**src/hdl/priority_task_queue_with_cancel_unit_assert.svh**
```systemverilog
// Assertion macros for the priority task queue
`ifndef PRIORITY_TASK_QUEUE_WITH_CANCEL_UNIT_ASSERT_SVH
`define PRIORITY_TASK_QUEUE_WITH_CANCEL_UNIT_ASSERT_SVH
// implication that must hold every cycle out of reset
`define PTQ_ASSERT_IMP(lbl, ante, cons) \
	lbl: assert property (@(posedge clk) disable iff (!arst_n) (ante) |-> (cons)) \
		else $error("assertion failed");
// implication whose consequent is checked in the following cycle
`define PTQ_ASSERT_NXT(lbl, ante, cons) \
	lbl: assert property (@(posedge clk) disable iff (!arst_n) (ante) |=> (cons)) \
		else $error("assertion failed");
`endif

```
**src/hdl/ptq_pkg.sv**
```systemverilog
// ------------------------------------------------------------------
// ptq_pkg
// Types and constants shared by the priority task queue.
// ------------------------------------------------------------------
package ptq_pkg;
	localparam int QueueDepthDef = 16;
	localparam int PrioLevelsDef = 4;
	localparam int IdBitsDef     = 16;

	localparam logic [2:0] OP_SCHED      = 3'd0;
	localparam logic [2:0] OP_CANCEL     = 3'd1;
	localparam logic [2:0] OP_CANCEL_ALL = 3'd2;
	localparam logic [2:0] OP_QUERY      = 3'd3;
	localparam logic [2:0] OP_DISPATCH   = 3'd4;

	localparam logic [2:0] ST_PENDING   = 3'd0;
	localparam logic [2:0] ST_RUNNING   = 3'd1;
	localparam logic [2:0] ST_FULL      = 3'd2;
	localparam logic [2:0] ST_NONE      = 3'd3;
	localparam logic [2:0] ST_CANCELLED = 3'd4;

	typedef enum logic [1:0] {
		S_IDLE,
		S_SCAN,
		S_SHIFT
	} state_t;
endpackage

```
**src/hdl/ptq_ram.sv**
```systemverilog
// ------------------------------------------------------------------
// ptq_ram
// Simple dual-port RAM, one write and one registered read port.
// ------------------------------------------------------------------
module ptq_ram #(
	parameter int Width = 8,
	parameter int Depth = 16
) (
	input  logic                     clk,
	input  logic                     we,
	input  logic [$clog2(Depth)-1:0] waddr,
	input  logic [Width-1:0]         wdata,
	input  logic [$clog2(Depth)-1:0] raddr,
	output logic [Width-1:0]         rdata
);
	logic [Width-1:0] mem [Depth];

	always_ff @(posedge clk) begin
		if (we) begin
			mem[waddr] <= wdata;
		end
		rdata <= mem[raddr];
	end
endmodule

```
**src/hdl/priority_task_queue_with_cancel_unit.sv**
```systemverilog
// ------------------------------------------------------------------
// priority_task_queue_with_cancel_unit
// Stable priority queue of tasks with cancel, held in one RAM.
// ------------------------------------------------------------------
// Input channel: in_valid/in_ready carry operation, priority_req,
// cancelable and task_id. Output channel: out_valid/out_ready carry
// result_id, ok, status and last. Config: cfg_we/cfg_wdata writes
// dispatch_hold.
// One item is handled at a time; in_ready is high only while idle.
// The controller walks the entry RAM one entry per cycle, except that a
// cancel-all holds while a found entry waits for the output register.
// Schedule scans to its insert point and shifts the tail up; cancel
// and dispatch shift the tail down over the removed entry; a query
// stops at its match. A full queue, a held or empty dispatch and an
// unknown code give their result without a walk. The next item is taken
// in the cycle after the final result of an item enters the output register.
// Results wait in a single output register; while the receiver stalls
// the walk holds at its next result and no new item is taken.
// Reset empties the queue, zeroes the id counter and clears the hold;
// RAM contents are not cleared and are only read below the count.
// ------------------------------------------------------------------
module priority_task_queue_with_cancel_unit
	import ptq_pkg::*;
#(
	parameter int QueueDepth = QueueDepthDef,
	parameter int PrioLevels = PrioLevelsDef,
	parameter int IdBits     = IdBitsDef
) (
	input  logic              clk,
	input  logic              arst_n,
	input  logic              in_valid,
	output logic              in_ready,
	input  logic [2:0]        operation,
	input  logic [1:0]        priority_req,
	input  logic              cancelable,
	input  logic [IdBits-1:0] task_id,
	output logic              out_valid,
	input  logic              out_ready,
	output logic [IdBits-1:0] result_id,
	output logic              ok,
	output logic [2:0]        status,
	output logic              last,
	input  logic              cfg_we,
	input  logic              cfg_wdata
);
	`include "priority_task_queue_with_cancel_unit_assert.svh"

	localparam int AW = $clog2(QueueDepth);
	localparam int CW = $clog2(QueueDepth + 1);
	localparam int PW = (PrioLevels > 1) ? $clog2(PrioLevels) : 1;
	localparam int EW = IdBits + PW + 1;

	state_t state_q, state_d;
	logic              hold_q;
	logic [CW-1:0]     count_q, count_d;
	logic [IdBits-1:0] next_id_q;
	logic [2:0]        op_q;
	logic [PW-1:0]     prio_q;
	logic              can_q;
	logic [IdBits-1:0] tid_q;
	logic [CW-1:0]     idx_q, idx_d;
	logic [EW-1:0]     carry_q;
	logic              pend_q;

	logic              we;
	logic [AW-1:0]     waddr, raddr;
	logic [EW-1:0]     wdata, rdata;
	logic [IdBits-1:0] r_id;
	logic [PW-1:0]     r_prio;
	logic              r_can;
	logic [PW-1:0]     prio_sat;
	logic              obuf_free;
	logic              at_end;
	logic              emit;
	logic              done;
	logic [IdBits-1:0] e_id;
	logic              e_ok, e_last;
	logic [2:0]        e_st;
	logic              take_carry;
	logic              load_new;
	logic              set_pend;
	logic              to_shift;
	logic              bump_id;

	assign r_id   = rdata[EW-1 -: IdBits];
	assign r_prio = rdata[1 +: PW];
	assign r_can  = rdata[0];

	always_comb begin
		if (32'(priority_req) >= 32'(PrioLevels)) begin
			prio_sat = PW'(PrioLevels - 1);
		end else begin
			prio_sat = PW'(priority_req);
		end
	end

	ptq_ram #(.Width(EW), .Depth(QueueDepth)) u_ram (
		.clk(clk), .we(we), .waddr(waddr), .wdata(wdata),
		.raddr(raddr), .rdata(rdata)
	);

	// rdata always holds entry idx_q: read the next index
	assign obuf_free = !out_valid || out_ready;
	assign in_ready  = (state_q == S_IDLE);
	assign at_end    = (idx_q >= count_q);
	assign raddr     = AW'(idx_d);
	assign done      = emit && obuf_free && e_last;

	always_comb begin
		state_d = state_q;
		case (state_q)
			S_IDLE: if (in_valid) state_d = S_SCAN;
			S_SCAN: begin
				if (done) state_d = S_IDLE;
				else if (to_shift) state_d = S_SHIFT;
			end
			S_SHIFT: if (done) state_d = S_IDLE;
			default: state_d = S_IDLE;
		endcase
	end

	// result selection, walk and write control
	always_comb begin
		emit = 1'b0; e_id = '0; e_ok = 1'b0; e_st = ST_NONE; e_last = 1'b1;
		we = 1'b0; waddr = AW'(idx_q); wdata = carry_q;
		idx_d = idx_q; count_d = count_q;
		take_carry = 1'b0; load_new = 1'b0; set_pend = 1'b0;
		to_shift = 1'b0; bump_id = 1'b0;
		case (state_q)
			S_IDLE: idx_d = '0;
			S_SCAN: begin
				case (op_q)
					OP_SCHED: begin
						if (count_q >= CW'(QueueDepth)) begin
							emit = 1'b1; e_st = ST_FULL;
						end else if (at_end || r_prio > prio_q) begin
							load_new = 1'b1; to_shift = 1'b1;
						end else begin
							idx_d = idx_q + CW'(1);
						end
					end
					OP_CANCEL: begin
						if (at_end) begin
							emit = 1'b1; e_id = tid_q; e_st = ST_CANCELLED;
						end else if (r_id == tid_q && r_can) begin
							to_shift = 1'b1; idx_d = idx_q + CW'(1);
						end else begin
							idx_d = idx_q + CW'(1);
						end
					end
					OP_QUERY: begin
						if (at_end) begin
							emit = 1'b1; e_id = tid_q; e_st = ST_CANCELLED;
						end else if (r_id == tid_q) begin
							emit = 1'b1; e_id = tid_q; e_ok = 1'b1; e_st = ST_PENDING;
						end else begin
							idx_d = idx_q + CW'(1);
						end
					end
					OP_CANCEL_ALL: begin
						// hold one found entry back so the final one carries last
						if (at_end) begin
							emit = 1'b1;
							if (pend_q) begin
								e_id = carry_q[EW-1 -: IdBits]; e_ok = 1'b1;
								e_st = ST_CANCELLED;
							end
							if (obuf_free) count_d = '0;
						end else if (r_can) begin
							if (pend_q) begin
								emit = 1'b1; e_id = carry_q[EW-1 -: IdBits]; e_ok = 1'b1;
								e_st = ST_CANCELLED; e_last = 1'b0;
							end
							if (!pend_q || obuf_free) begin
								take_carry = 1'b1; set_pend = 1'b1;
								idx_d = idx_q + CW'(1);
							end
						end else begin
							idx_d = idx_q + CW'(1);
						end
					end
					OP_DISPATCH: begin
						if (hold_q || count_q == '0) begin
							emit = 1'b1;
						end else begin
							take_carry = 1'b1; to_shift = 1'b1; idx_d = idx_q + CW'(1);
						end
					end
					default: emit = 1'b1;
				endcase
			end
			S_SHIFT: begin
				if (op_q == OP_SCHED) begin
					// write carry at idx, carry <- old entry
					if (!at_end) begin
						we = 1'b1; take_carry = 1'b1; idx_d = idx_q + CW'(1);
					end else begin
						emit = 1'b1; e_id = next_id_q; e_ok = 1'b1; e_st = ST_PENDING;
						we = obuf_free; bump_id = obuf_free;
						if (obuf_free) count_d = count_q + CW'(1);
					end
				end else begin
					// removal: entry[idx-1] <- entry[idx]
					if (!at_end) begin
						we = 1'b1; waddr = AW'(idx_q - CW'(1)); wdata = rdata;
						idx_d = idx_q + CW'(1);
					end else begin
						emit = 1'b1; e_ok = 1'b1;
						if (op_q == OP_DISPATCH) begin
							e_id = carry_q[EW-1 -: IdBits]; e_st = ST_RUNNING;
						end else begin
							e_id = tid_q; e_st = ST_CANCELLED;
						end
						if (obuf_free) count_d = count_q - CW'(1);
					end
				end
			end
			default: ;
		endcase
	end

	always_ff @(posedge clk or negedge arst_n) begin
		if (!arst_n) begin
			state_q <= S_IDLE; hold_q <= 1'b0; count_q <= '0; next_id_q <= '0;
			out_valid <= 1'b0; idx_q <= '0; pend_q <= 1'b0;
		end else begin
			state_q <= state_d;
			idx_q <= idx_d;
			count_q <= count_d;
			if (cfg_we) hold_q <= cfg_wdata;
			if (emit && obuf_free) out_valid <= 1'b1;
			else if (out_ready) out_valid <= 1'b0;
			if (state_q == S_IDLE) pend_q <= 1'b0;
			else if (set_pend) pend_q <= 1'b1;
			if (bump_id) next_id_q <= next_id_q + IdBits'(1);
		end
	end

	always_ff @(posedge clk) begin
		if (state_q == S_IDLE && in_valid) begin
			op_q <= operation; prio_q <= prio_sat; can_q <= cancelable; tid_q <= task_id;
		end
		if (load_new) carry_q <= {next_id_q, prio_q, can_q};
		else if (take_carry) carry_q <= rdata;
		if (emit && obuf_free) begin
			result_id <= e_id; ok <= e_ok; status <= e_st; last <= e_last;
		end
	end

	`PTQ_ASSERT_IMP(a_count_max, 1'b1, count_q <= CW'(QueueDepth))
	`PTQ_ASSERT_IMP(a_busy_no_ready, state_q != S_IDLE, !in_ready)
	`PTQ_ASSERT_IMP(a_write_in_range, we, waddr < AW'(QueueDepth - 1) || waddr == AW'(QueueDepth - 1))
	`PTQ_ASSERT_NXT(a_stall_hold, out_valid && !out_ready, out_valid && $stable(result_id))
endmodule
```
**config.mk**
```make
export PLATFORM = sky130hd
export DESIGN_NAME = priority_task_queue_with_cancel_unit
export DESIGN_NICKNAME = d
export VERILOG_FILES = /design/src/hdl/ptq_pkg.sv /design/src/hdl/ptq_ram.sv /design/src/hdl/priority_task_queue_with_cancel_unit.sv
export VERILOG_INCLUDE_DIRS = /design/src /design/src/hdl
export SDC_FILE = /design/constraint.sdc
export NUM_CORES = 1
export LEC_CHECK = 0
export BUFFER_PORTS_ARGS = -buffer_cell sky130_fd_sc_hd__buf_2
export CAP_MARGIN = 20
export CORE_MARGIN = 5
export CORE_UTILIZATION = 40
export CTS_CLUSTER_SIZE = 12
export DETAILED_ROUTE_END_ITERATION = 8
export GPL_TIMING_DRIVEN = 0
export HOLD_SLACK_MARGIN = 0.02
export SYNTH_ARGS = -nofsm -noshare
export SYNTH_HDL_FRONTEND = slang
export SYNTH_SLANG_ARGS = --single-unit
```
**constraint.sdc**
```tcl
create_clock -name clk -period 5.16 [get_ports clk]
set_input_delay 0 -clock clk [delete_from_list [all_inputs] [get_ports clk]]
set_output_delay 0 -clock clk [all_outputs]
set_load 0.05 [all_outputs]
```
==> impl_metrics.json <==
{
  "nFillCells": 3842,
  "drt_wl_total_um": 42000,
  "placed_cell_area_um2": 19400,
  "die_h_um": 222,
  "synth_compound_area_frac": 0.0785,
  "synth_cells": 1283,
  "p_per_area_nw_per_um2": 495,
  "maxCapViolations": 0,
  "finalHoldViolCount": 0,
  "finalCritPeriodShare": 0.947,
  "grt_usage": 0.168,
  "worst_slew_pin_slew_ps": 1130,
  "drc_errors": 0,
  "final_area_um2": 21200,
  "dpl.hpwl_um": 29900,
  "synth-xor-area-share": 0.0165,
  "grt_overflow": 0,
  "top_layer": "met4",
  "yosysTopAreaCellShare": 0.609,
  "path_cells": "clkbuf_2, inv_1, ha_1, nand2b_4, a2111oi_4, o21ai_2, buf_4, nand2_1, a41oi_1, o31ai_1, buf_2, buf_2, buf_2, mux2i_1, o22ai_1, or4_1",
  "layout-drive-gt1-share": 0.158,
  "synthAdderAreaFrac": 0.0143,
  "ys.flop_type": "edfxtp_1",
  "antenna_found_initial": 1,
  "slowest_delay_ps": 530,
  "h-tree-depth": 2,
  "synth_top_family_by_area": "multiplexers",
  "drt_iter0_drc": 765,
  "cpLargestDelayFamily": "buffers and inverters",
  "grt_pass1_vias": 10700,
  "ir_worst_vdd_mv": 0.280,
  "crit_fanout": 10,
  "nets": 1473,
  "synth_top_cell_by_area": "edfxtp_1",
  "wl_per_cell_um": 20.5,
  "period_minus_slack_ps": 4890,
  "core_area_um2": 44400,
  "path_buf_inv": 6,
  "grt_first_pass_wirelength_um": 65100,
  "synthMuxAreaShare": 0.114,
  "setup_viol": 0,
  "root_buffer": "clkbuf_16",
  "clock_skew_ps": 29.8,
  "syn_avg_cell_area_um2": 14.1,
  "async_flop_share": 0.0745,
  "firstDrtPassIters": 5,
  "final_common_cell": "edfxtp_1",
  "via_per_inst": 5.31,
  "die_w_um": 222,
  "ys_types": 70,
  "grt_max_degree": 32,
  "vias": 10900,
  "syn-num-nets": 1331,
  "area_delta_synth_final_pct": 17.2,
  "path_clk_slew_ps": 60,
  "ioPinCount": 51,
  "critPathArrivalTime_ps": 5300,
  "critPathRequiredTime_ps": 5580,
  "wl_met3_um": 2140,
  "startpoint_type": "flip-flop",
  "fin_util": 0.476,
  "clk_latency_ps": 580,
  "slowest_stage": "or4_1",
  "syn_area_um2": 18000,
  "wl_met1_um": 18900,
  "die_area_um2": 49500,
  "crit_top_cell": "buf_2",
  "p_leak_nw": 8.19,
  "cts_tree": "yes",
  "slew_viol_final": 0,
  "relSlewSlack": 0.244,
  "place_congestion": 0.883,
  "path_class": "flip-flop to flip-flop",
  "hold_slack_ps": 65.5,
  "yosys_register_bits": 416,
  "start_util": 0.406,
  "synth_edf_count": 366,
  "end_kind": "flip-flop",
  "max_freq_mhz": 205,
  "hp-class": "input pin to async pin",
  "final_cell_mix": "edfxtp_1, mux2i_1, nand2_1",
  "met2_length_um": 20100,
  "clock_sinks": 416,
  "max-clock-path-buffers": 3,
  "drtAntennaViolNets": 0,
  "postCtsSetupBuffers": 0,
  "cts_buffers": 45,
  "synth_area_leaders": "edfxtp_1, mux2i_1, dfrtp_1, nand2_1, mux2_2",
  "synthSimpleGateAreaFrac": 0.0830,
  "synth.yosys.seq_area_share": 0.673,
  "outcome": "finished, final reports clean",
  "yosysWarnings": 0,
  "rows": 77,
  "portBuffers": 50
}
per-layer routing:
metal	vias to the layer above	GRT usage
met4	0	0.0464
li1	5173	-
met5	-	0
met1	5368	0.230
met3	57	0.0278
met2	281	0.279
flip-flops by register name, indices dropped and copies added, names as in the netlist, 5 cells and up:
name         count
count_q          5
idx_q            5
result_id       16
tid_q           16
u_ram.mem      304
u_ram.rdata     19
carry_q         19
next_id_q       16
final cells by class:
type / instances / area, um^2 / share of cell area
sequential: 416 / 12100 / 0.574
multi-input combinational: 780 / 5600 / 0.265
clock buffer: 61 / 1220 / 0.0575
timing repair buffer: 96 / 883 / 0.0417
tap: 592 / 741 / 0.0350
buffer: 62 / 284 / 0.0134
clock inverter: 17 / 198 / 0.00934
inverter: 24 / 90.1 / 0.00426
antenna: 1 / 2.50 / 0.000118
Yosys cell counts, types with 20 or more instances:
library cell    n
edfxtp_1      366
mux2i_1       164
nand2_1       127
a21oi_1        74
nor2_1         61
mux2_2         37
o22ai_1        36
clkbuf_1       33
dfrtp_1        31
xnor2_1        28
nand3_1        24
o21ai_0        24
buf_2          21
and2_1         20
or4_1          20
logic make-up after synthesis:
family	Yosys count
AOI/OAI and AO/OA	216
adders and majority gates	20
muxes	201
DFF	416
xor gates and xnor gates	34
and+or+nand+nor	309
buffers and inverters	87
stage by stage:
| stage | power, mW | worst slack, ps | instances | TNS, ps |
|---|---|---|---|---|
| after CTS | 10.5 | -226 | 2049 | -8340 |
| after detailed placement | 7.41 | -238 | 1944 | -8360 |
| after floorplan | 6.48 | 955 | 1283 | 0 |
| after global routing | 11.0 | -1.92 | 2048 | -1.92 |
| after global placement | 7.33 | -1040 | 1925 | -187170 |
| final | 10.5 | 275 | 2049 | 0 |
power breakdown:
part	leakage, nW	total [mW]	switching [mW]	internal [mW]
Clock	0.682	3.10	1.29	1.81
Sequential	3.88	4.29	0.170	4.12
Combinational	3.62	3.08	2.01	1.07
what timing repair did:
item,in CTS,in global routing
hold endpoints to repair,60,0
resized for setup,1,8
endpoints found under the setup margin,73,218
hold buffers,27,0
final timing paths:
path	startpoint	cells past startpoint	to	slack, ps
max in group asynchronous	arst_n	2	out_valid$_DFFE_PN0P_	4590
hold reg to reg	next_id_q[15]$_DFFE_PN0P_	1	next_id_q[15]$_DFFE_PN0P_	500
setup reg to reg	idx_q[0]$_DFF_PN0_	16	u_ram.rdata[4]$_DFF_P_	270
setup / recovery	idx_q[0]$_DFF_PN0_	16	u_ram.rdata[4]$_DFF_P_	270
min in group clk	task_id[9]	2	tid_q[9]$_DFFE_PP_	120
hold / removal	arst_n	2	hold_q$_DFFE_PN0P_	70
Note: power is estimated with default switching activity, not from simulation.
